**src/rtl/efom_pkg.sv**
```systemverilog
package efom_pkg;

  localparam int EVENT_SLOTS = 15;
  localparam int ORIGIN_BITS = 8;
  localparam int STORE_DEPTH = EVENT_SLOTS + 1;
  localparam int SLOT_W = $clog2(STORE_DEPTH);
  localparam int COUNT_W = $clog2(STORE_DEPTH + 1);

  localparam int ORIGIN_W = 8;
  localparam int STATUS_W = 3;
  localparam int FILL_W = 5;

  localparam int IN_TDATA_W = 8;
  localparam int OUT_TDATA_W = 16;

  typedef enum logic {
    ACT_PUSH = 1'b0,
    ACT_POP  = 1'b1
  } action_t;

  typedef enum logic [STATUS_W-1:0] {
    ST_PUSHED     = 3'd0,
    ST_MARKER     = 3'd1,
    ST_DROPPED    = 3'd2,
    ST_POP_EVENT  = 3'd3,
    ST_POP_MARKER = 3'd4,
    ST_EMPTY      = 3'd5
  } status_t;

  typedef struct packed {
    logic                   marker;
    logic [ORIGIN_BITS-1:0] origin;
  } entry_t;

endpackage

```
**src/rtl/event_fifo_overflow_marker.sv**
```systemverilog
// event fifo with overflow marker
// slave side: one beat per request, s_axis_tuser carries the action
// (push or pop) and s_axis_tdata the origin id used on push.
// master side: one beat per request with the status in m_axis_tuser and
// the popped origin plus the fill level in m_axis_tdata.
// up to 15 events are queued; a push at 15 held entries is stored as an
// overflow marker in a sixteenth slot, and pushes while all sixteen slots
// are held are dropped. a pop on an empty queue reports an empty status.
// the result beat is registered and valid in the cycle after the request beat.
// throughput: one beat per cycle while m_axis_tready stays high; the single
// result register is refilled in the same cycle it is taken, and s_axis_tready
// follows m_axis_tready whenever a result is pending.
// reset clears the count and both slot pointers and drops any pending
// result; the 16 x 9 bit slot store is not cleared.
// a stalled receiver holds the result beat and backpressures requests.
module event_fifo_overflow_marker (
  input  logic                                clk,
  input  logic                                rst,
  input  logic                                s_axis_tvalid,
  output logic                                s_axis_tready,
  input  logic [efom_pkg::IN_TDATA_W-1:0]     s_axis_tdata,  // origin[7:0]
  input  logic                                s_axis_tuser,  // action[0]
  output logic                                m_axis_tvalid,
  input  logic                                m_axis_tready,
  output logic [efom_pkg::OUT_TDATA_W-1:0]    m_axis_tdata,  // event_origin[7:0], fill_level[12:8]
  output logic [efom_pkg::STATUS_W-1:0]       m_axis_tuser   // status[2:0]
);
  import efom_pkg::*;

  entry_t                 store [STORE_DEPTH];
  logic [SLOT_W-1:0]      read_slot;
  logic [SLOT_W-1:0]      write_slot;
  logic [COUNT_W-1:0]     held_count;

  logic                   out_valid;
  status_t                out_status;
  logic [ORIGIN_W-1:0]    out_origin;
  logic [FILL_W-1:0]      out_fill;

  logic                   in_accept;
  logic                   do_write;
  logic                   do_read;
  entry_t                 rd_entry;
  entry_t                 wr_entry;
  status_t                status_next;
  logic [ORIGIN_W-1:0]    origin_next;
  logic [COUNT_W-1:0]     held_count_next;

  assign s_axis_tready = !out_valid || m_axis_tready;
  assign in_accept = s_axis_tvalid && s_axis_tready;

  function automatic logic [SLOT_W-1:0] next_slot(input logic [SLOT_W-1:0] s);
    return (s == SLOT_W'(STORE_DEPTH - 1)) ? '0 : s + 1'b1;
  endfunction

  always_comb begin
    do_write = 1'b0;
    do_read = 1'b0;
    rd_entry = store[read_slot];
    wr_entry.marker = (held_count == COUNT_W'(EVENT_SLOTS));
    wr_entry.origin = s_axis_tdata[ORIGIN_BITS-1:0];
    origin_next = '0;
    held_count_next = held_count;
    if (action_t'(s_axis_tuser) == ACT_PUSH) begin
      if (held_count > COUNT_W'(EVENT_SLOTS)) begin
        status_next = ST_DROPPED;
      end else begin
        do_write = 1'b1;
        held_count_next = held_count + 1'b1;
        status_next = wr_entry.marker ? ST_MARKER : ST_PUSHED;
      end
    end else begin
      if (held_count == '0) begin
        status_next = ST_EMPTY;
      end else begin
        do_read = 1'b1;
        held_count_next = held_count - 1'b1;
        origin_next = ORIGIN_W'(rd_entry.origin);
        status_next = rd_entry.marker ? ST_POP_MARKER : ST_POP_EVENT;
      end
    end
  end

  always_ff @(posedge clk) begin
    if (in_accept && do_write) begin
      store[write_slot] <= wr_entry;
    end
  end

  always_ff @(posedge clk) begin
    if (rst) begin
      read_slot <= '0;
      write_slot <= '0;
      held_count <= '0;
      out_valid <= 1'b0;
    end else begin
      if (in_accept) begin
        out_valid <= 1'b1;
        held_count <= held_count_next;
        if (do_write) begin
          write_slot <= next_slot(write_slot);
        end
        if (do_read) begin
          read_slot <= next_slot(read_slot);
        end
      end else if (m_axis_tready) begin
        out_valid <= 1'b0;
      end
    end
  end

  always_ff @(posedge clk) begin
    if (in_accept) begin
      out_status <= status_next;
      out_origin <= origin_next;
      out_fill <= FILL_W'(held_count_next);
    end
  end

  assign m_axis_tvalid = out_valid;
  assign m_axis_tuser = out_status;
  assign m_axis_tdata = OUT_TDATA_W'({out_fill, out_origin});

  a_count_bound: assert property (@(posedge clk) disable iff (rst)
    held_count <= COUNT_W'(STORE_DEPTH))
    else $error("held count above store depth");

  a_ptr_gap: assert property (@(posedge clk) disable iff (rst)
    (held_count == COUNT_W'(STORE_DEPTH)) ||
    (SLOT_W'((write_slot + SLOT_W'(STORE_DEPTH) - read_slot) % STORE_DEPTH)
      == SLOT_W'(held_count)))
    else $error("slot pointers disagree with held count");

  a_marker_full: assert property (@(posedge clk) disable iff (rst)
    out_valid && out_status == ST_MARKER |-> out_fill == FILL_W'(STORE_DEPTH))
    else $error("marker pushed below full level");

  a_empty_zero: assert property (@(posedge clk) disable iff (rst)
    out_valid && (out_status == ST_EMPTY || out_status == ST_PUSHED ||
                  out_status == ST_MARKER || out_status == ST_DROPPED)
      |-> out_origin == '0)
    else $error("origin set on a non-pop result");

  a_result_follows: assert property (@(posedge clk) disable iff (rst)
    in_accept |=> out_valid)
    else $error("request beat produced no result");

endmodule

```
**config.mk**
```make
export PLATFORM = sky130hd
export DESIGN_NAME = event_fifo_overflow_marker
export DESIGN_NICKNAME = d
export VERILOG_FILES = /design/src/rtl/efom_pkg.sv /design/src/rtl/event_fifo_overflow_marker.sv
export SDC_FILE = /design/constraint.sdc
export NUM_CORES = 1
export LEC_CHECK = 0
export ABC_AREA = 1
export BUFFER_PORTS_ARGS = -buffer_cell sky130_fd_sc_hd__buf_2
export CORE_ASPECT_RATIO = 0.75
export CORE_UTILIZATION = 52
export CTS_CLUSTER_DIAMETER = 30
export DETAILED_ROUTE_END_ITERATION = 12
export HOLD_SLACK_MARGIN = 0.12
export PLACE_DENSITY = 0.72
export SYNTH_ARGS = -nofsm -noshare
export SYNTH_HDL_FRONTEND = slang
export SYNTH_SLANG_ARGS = --single-unit
```
**constraint.sdc**
```tcl
create_clock -name clk -period 2.4 [get_ports clk]
set_input_delay 0.12 -clock clk [delete_from_list [all_inputs] [get_ports clk]]
set_output_delay 0.12 -clock clk [all_outputs]
set_load 0.01 [all_outputs]
```
== After elaboration in Yosys (flattened, before gate mapping) ==
Memories as Yosys holds them, arrays and structs flattened. A register that Yosys moved wholly into a read port is not among the register bits.
Cells that the tools add are included.
Cells by class
  add/subtract/negate cells: 4
  magnitude comparators: 1
  equal/unequal tests: 3
  mux-type cells: 20
  bitwise operators: 1
  reduce and logical (&&, ||, !) cells: 9
Operators by type and width (number)
  $mux W4: 4
  $mux W5: 3
  $mux W1: 9
  $mux W3: 3
  $add A4 B1 Y4 const B: 2
  $eq A4 B4 Y1 const B: 2
  $add A5 B1 Y5 const B: 1
  $eq A5 B4 Y1 const B: 1
  $gt A5 B4 Y1 const B: 1
  $logic_not A5 Y1: 1
  $sub A5 B1 Y5 const B: 1
  $reduce_and A2 Y1: 2
  $logic_and A1 B1 Y1: 2
  $mux W2: 1
  $reduce_bool A2 Y1: 1
  $reduce_or A2 Y1: 1
  $logic_not A1 Y1: 1
  $logic_or A1 B1 Y1: 1
  $not A1 Y1: 1
Word-level totals
  bits in registers: 30
  bits in writable memories: 144
  input port bits: 13
  output and inout bits: 21
  word-level logic and storage cells: 46
  memories: 1
Memories
  store: words 16, width 9, rd ports 1, clocked after memory_dff 1, wr ports 1, line event_fifo_overflow_marker.sv:30  | entry_t store [STORE_DEPTH];

== Logic depth before layout (Yosys ltp) ==
  word-level depth: 6
  depth in mapped cells: 11
  depth with buffers taken out: 10

== Worst setup path before layout ==
OpenSTA, ideal clock, no wires.
  path type: flip-flop to flip-flop
  start point: register held_count[0]
  end point: memory store[7][0] in the netlist's numbering, enable pin
  library setup time: 387 ps
  arrival: 1872 ps
  required time: 2013 ps
  slack: 142 ps
  cell stages (with the launch flop): 8
  path buffers: 0
  clock period less this slack: 2258 ps
  path through: dfxtp_1 > ha_1 > nand3_2 > nor2_4 > inv_2 > nand2_4 > nand3_4 > nor3_1
Between the ends
  cells in the longest elaborated chain, start to end: 6
RTL lines
  start: declaration: line event_fifo_overflow_marker.sv:33  | logic [COUNT_W-1:0] held_count;
  start signal: assignment: line event_fifo_overflow_marker.sv:99  | held_count <= held_count_next;
  $gt A5 B4 Y1: line event_fifo_overflow_marker.sv:65  | if (held_count > COUNT_W'(EVENT_SLOTS)) begin
  $mux W1: line event_fifo_overflow_marker.sv:65
  $mux W1: line event_fifo_overflow_marker.sv:64  | if (action_t'(s_axis_tuser) == ACT_PUSH) begin
  $logic_and A1 B1 Y1: line event_fifo_overflow_marker.sv:85  | if (in_accept && do_write) begin
  $mux W1: line event_fifo_overflow_marker.sv:85
  $mux W1 (not written as such): line event_fifo_overflow_marker.sv:86  | store[write_slot] <= wr_entry;
  end: declaration: line event_fifo_overflow_marker.sv:30
No other way between the ends.

== Final worst setup path ==
  start point: register held_count[0]
  end point: memory store[1][7] in the netlist's numbering, enable pin
Same word-level chain as after synthesis.

==> results.md <==
- Status: finished, final reports clean
- Total track usage: 0.244
- Number of synthesized flops with an enable pin: 160
- Worst-margin pin slew: 0.577 ns
- Max-slew violations: 0
- Root buf cell: clkbuf_16
- RR Startpoint: held_count[0]$_SDFFE_PP0P_
- Core area: between 0.01 and 0.015 mm²
- WL per Instance: ~19 µm
- Multi-input gate area: between 0.0015 and 0.002 mm²
- Arr. time, crit path: 2.10 ns
- Worst hold path endpoint: store[6][2]$_DFFE_PP_
- Hold Slack: 0.134 ns
- Post-detail-place hpwl: about 11000 µm
- Top Usage Layer GRT: met2
- Placed Instances: between 800 and 900
- LEAKAGE: a little over 3 nW
- Later-pin clock latency in the skew report: around 0.43 ns
- Fillers: 1044
- DRT iter0 DRCs: 438
- Chip width: about 140 µm
- Height of the die: around 110 µm
- Pin count of the biggest net entering global routing: 73
- Post-synthesis cell count: between 600 and 700
- Peak supply drop: 0.000467 V
- CP Capture Type: flip-flop
- Yosys reg bits: ~180
- Layout cells sized above 1: 0.161
- CTS max path bufs: 2
- Synth Warn #: 0
- Tightest Hold Check Type: in -> reg
- Worst rel slew slack: 0.613
- Post-Layout Cell Count: between 800 and 900
- Met2 Track Usage GR: 0.361
- First-pass GRT wire length: around 26000 µm
- Via density: around 5.7
- Synth Flop Type: edfxtp_1
- Worst Setup Start Kind: flip-flop
- RSZ-0062 raised after global routing: false
- Post-synth ARST share: 0
- Syn Area/Cell: 11.6 µm²
- PortBufs: 30
- R2R setup slack: ~0.43 ns
- Max-Cap Viols: 0
- Min-Delay Startpoint: s_axis_tdata[2]
- Reg2reg end: store[1][7]$_DFFE_PP_
- Congestion Overflow GR: 0
- GP Congestion: 0.937
- Drt first pass iters: 6
- Period utilization: 0.821
- I/O pin cnt: 34
- Max frequency: roughly 510 MHz
- Row count: 37
- Met3 Use GR: 0.0486
- Area Growth Syn to Fin: 15.5%
- Post-Route Setup TNS: 0 ns
- Post-DRT Antenna Nets: 0
- Clock sinks: approximately 180
- Fin nets: approximately 700
- PD cells: 794 mW/mm²
- Final WL: between 15000 and 20000 µm
- DRC: 0
- Final setup fails: 0
- CTS tree: done
- Hold depth: 1
- M1 GR Usage: 0.356
- Critical Path RT: roughly 2.5 ns
- Count of final hold-check violations: 0
- Antenna cells: 0
- Synth cell types: 31
- CP max FO: 9
- Hold Buf Count CTS: 10
- Cell area after synthesis: 0.00738 mm²
- Final Skew: ~0.014 ns
- Post-CTS setup buffer count: 0
- DR vias: just over 5000
- Final period demand of the worst path: 1.97 ns
- Seq/Total Area, Yosys: 0.700
- Antenna violations before repair: 0
- Crit Path Class: reg -> reg
- Resized cells post-CTS: 0
- Clk slew on worst S/H paths: around 0.080 ns
- Die footprint: around 0.015 mm²
- Register area: approximately 0.0052 mm²
- Initial core utilization: 0.535
- Worst Reg-to-Reg Cells: 10
- Clock H-tree levels: 4
- Cts bufs inserted: 17
- Vias in the first global route: between 4000 and 5000
[area by class of cell]
class | instances | share of cell area
repair buffers | 68 | 0.0584
clock buffers | 17 | 0.0499
clock inverters | 15 | 0.0186
well taps | 175 | 0.0257
flip-flops and latches | 178 | 0.606
inverters | 39 | 0.0178
multi-input cells | 387 | 0.223
[per-stage QoR]
| step | area [µm²] | util | setup WS (ns) | power (mW) |
|---|---|---|---|---|
| 6_report | 8520 | 0.618 | 0.429 | 6.76 |
| 5_1_grt | 8520 | 0.618 | 0.323 | 6.98 |
| 4_1_cts | 8520 | 0.618 | 0.429 | 6.79 |
| 3_5_place_dp | 7840 | 0.568 | 0.444 | 4.10 |
| 3_3_place_gp | 7840 | 0.568 | 0.543 | 4.09 |
| 2_1_floorplan | 7390 | - | 0.142 | 3.90 |
[critical path: stages, from the launching register on]
cell	delay [ns]
dfxtp_1	0.40
ha_1	0.24
nand3_2	0.12
nor2_4	0.13
inv_2	0.05
nand2_4	0.09
nand3_4	0.13
inv_4	0.12
nand2_2	0.08
nor2_1	0.12
buf_4	0.20
[logic make-up (layout without fill, tap and decap cells)]
kind of cell	count (synthesis)	after routing	synth area share
DFF	178	178	0.700
xor gates and xnor gates	5	5	0.00593
buffers and inverters	72	139	0.0434
and+or+nand+nor	253	253	0.149
other	1	3	0.000508
AOI/OAI and AO/OA	119	119	0.0895
adders and majority gates	7	7	0.0119
[registers in the layout (all words and copies together) (netlist names), named ones only]
register,cells
store,144
read_slot,4
held_count,5
out_origin,8
m_axis_tvalid,1
write_slot,4
m_axis_tuser,3
out_fill,5
[synth_stat cells (3+ instances only)]
library cell  instances  share of area
buf_4                 7         0.0071
clkbuf_1             10         0.0051
nand2_2               4         0.0034
buf_2                13         0.0088
xor2_1                5         0.0059
nand3_2               3         0.0041
inv_2                 6         0.0031
inv_1                29          0.015
o21ai_0              51          0.035
ha_1                  7          0.012
edfxtp_1            160           0.65
nand3_1              50          0.034
dfxtp_1              18          0.049
o211ai_1             24          0.024
nor3_1                3         0.0020
a21oi_1              23          0.016
o21ai_1              19          0.013
nand2_1              54          0.027
nand4_1               6         0.0051
nor2_1              127          0.065
[how the worst max path moves through the flow]
stage / depth (start not counted) / startpoint / end
final: 10 / held_count[0]$_SDFFE_PP0P_ / store[1][7]$_DFFE_PP_
after global routing: 10 / held_count[1]$_SDFFE_PP0P_ / store[14][3]$_DFFE_PP_
after CTS: 10 / held_count[0]$_SDFFE_PP0P_ / store[1][7]$_DFFE_PP_
after detailed placement: 10 / held_count[0]$_SDFFE_PP0P_ / store[1][4]$_DFFE_PP_
after global placement: 10 / held_count[0]$_SDFFE_PP0P_ / store[14][3]$_DFFE_PP_
after floorplan: 7 / held_count[0]$_SDFFE_PP0P_ / store[7][0]$_DFFE_PP_
[power breakdown]
group / switching [mW] / internal [mW]
clock: 1.31 / 1.40
sequential: 0.0317 / 3.43
combinational: 0.396 / 0.193
total: 1.74 / 5.03
[placed cells by master (no fill, tap or decap), drive strengths merged]
cell         instances
edfxtp             160
nor2               130
o21ai               71
nand2               60
buf                 58
nand3               54
inv                 48
o211ai              24
a21oi               23
dfxtp               18
clkbuf              17
dlygate4sd3         10
ha                   7
nand4                6
xor2                 5
clkinv               4
nor3                 3
conb                 3
clkinvlp             2
o22ai                1
[layer usage]
layer	part of all wire	up-vias	routed length [µm]
met2	0.45	254	7600
met3	0.089	20	1500
met1	0.44	2415	7470
li1	-	2340	-
met4	0.015	0	244
met5	0	-	0
Note: power is estimated with default switching activity, not from simulation.
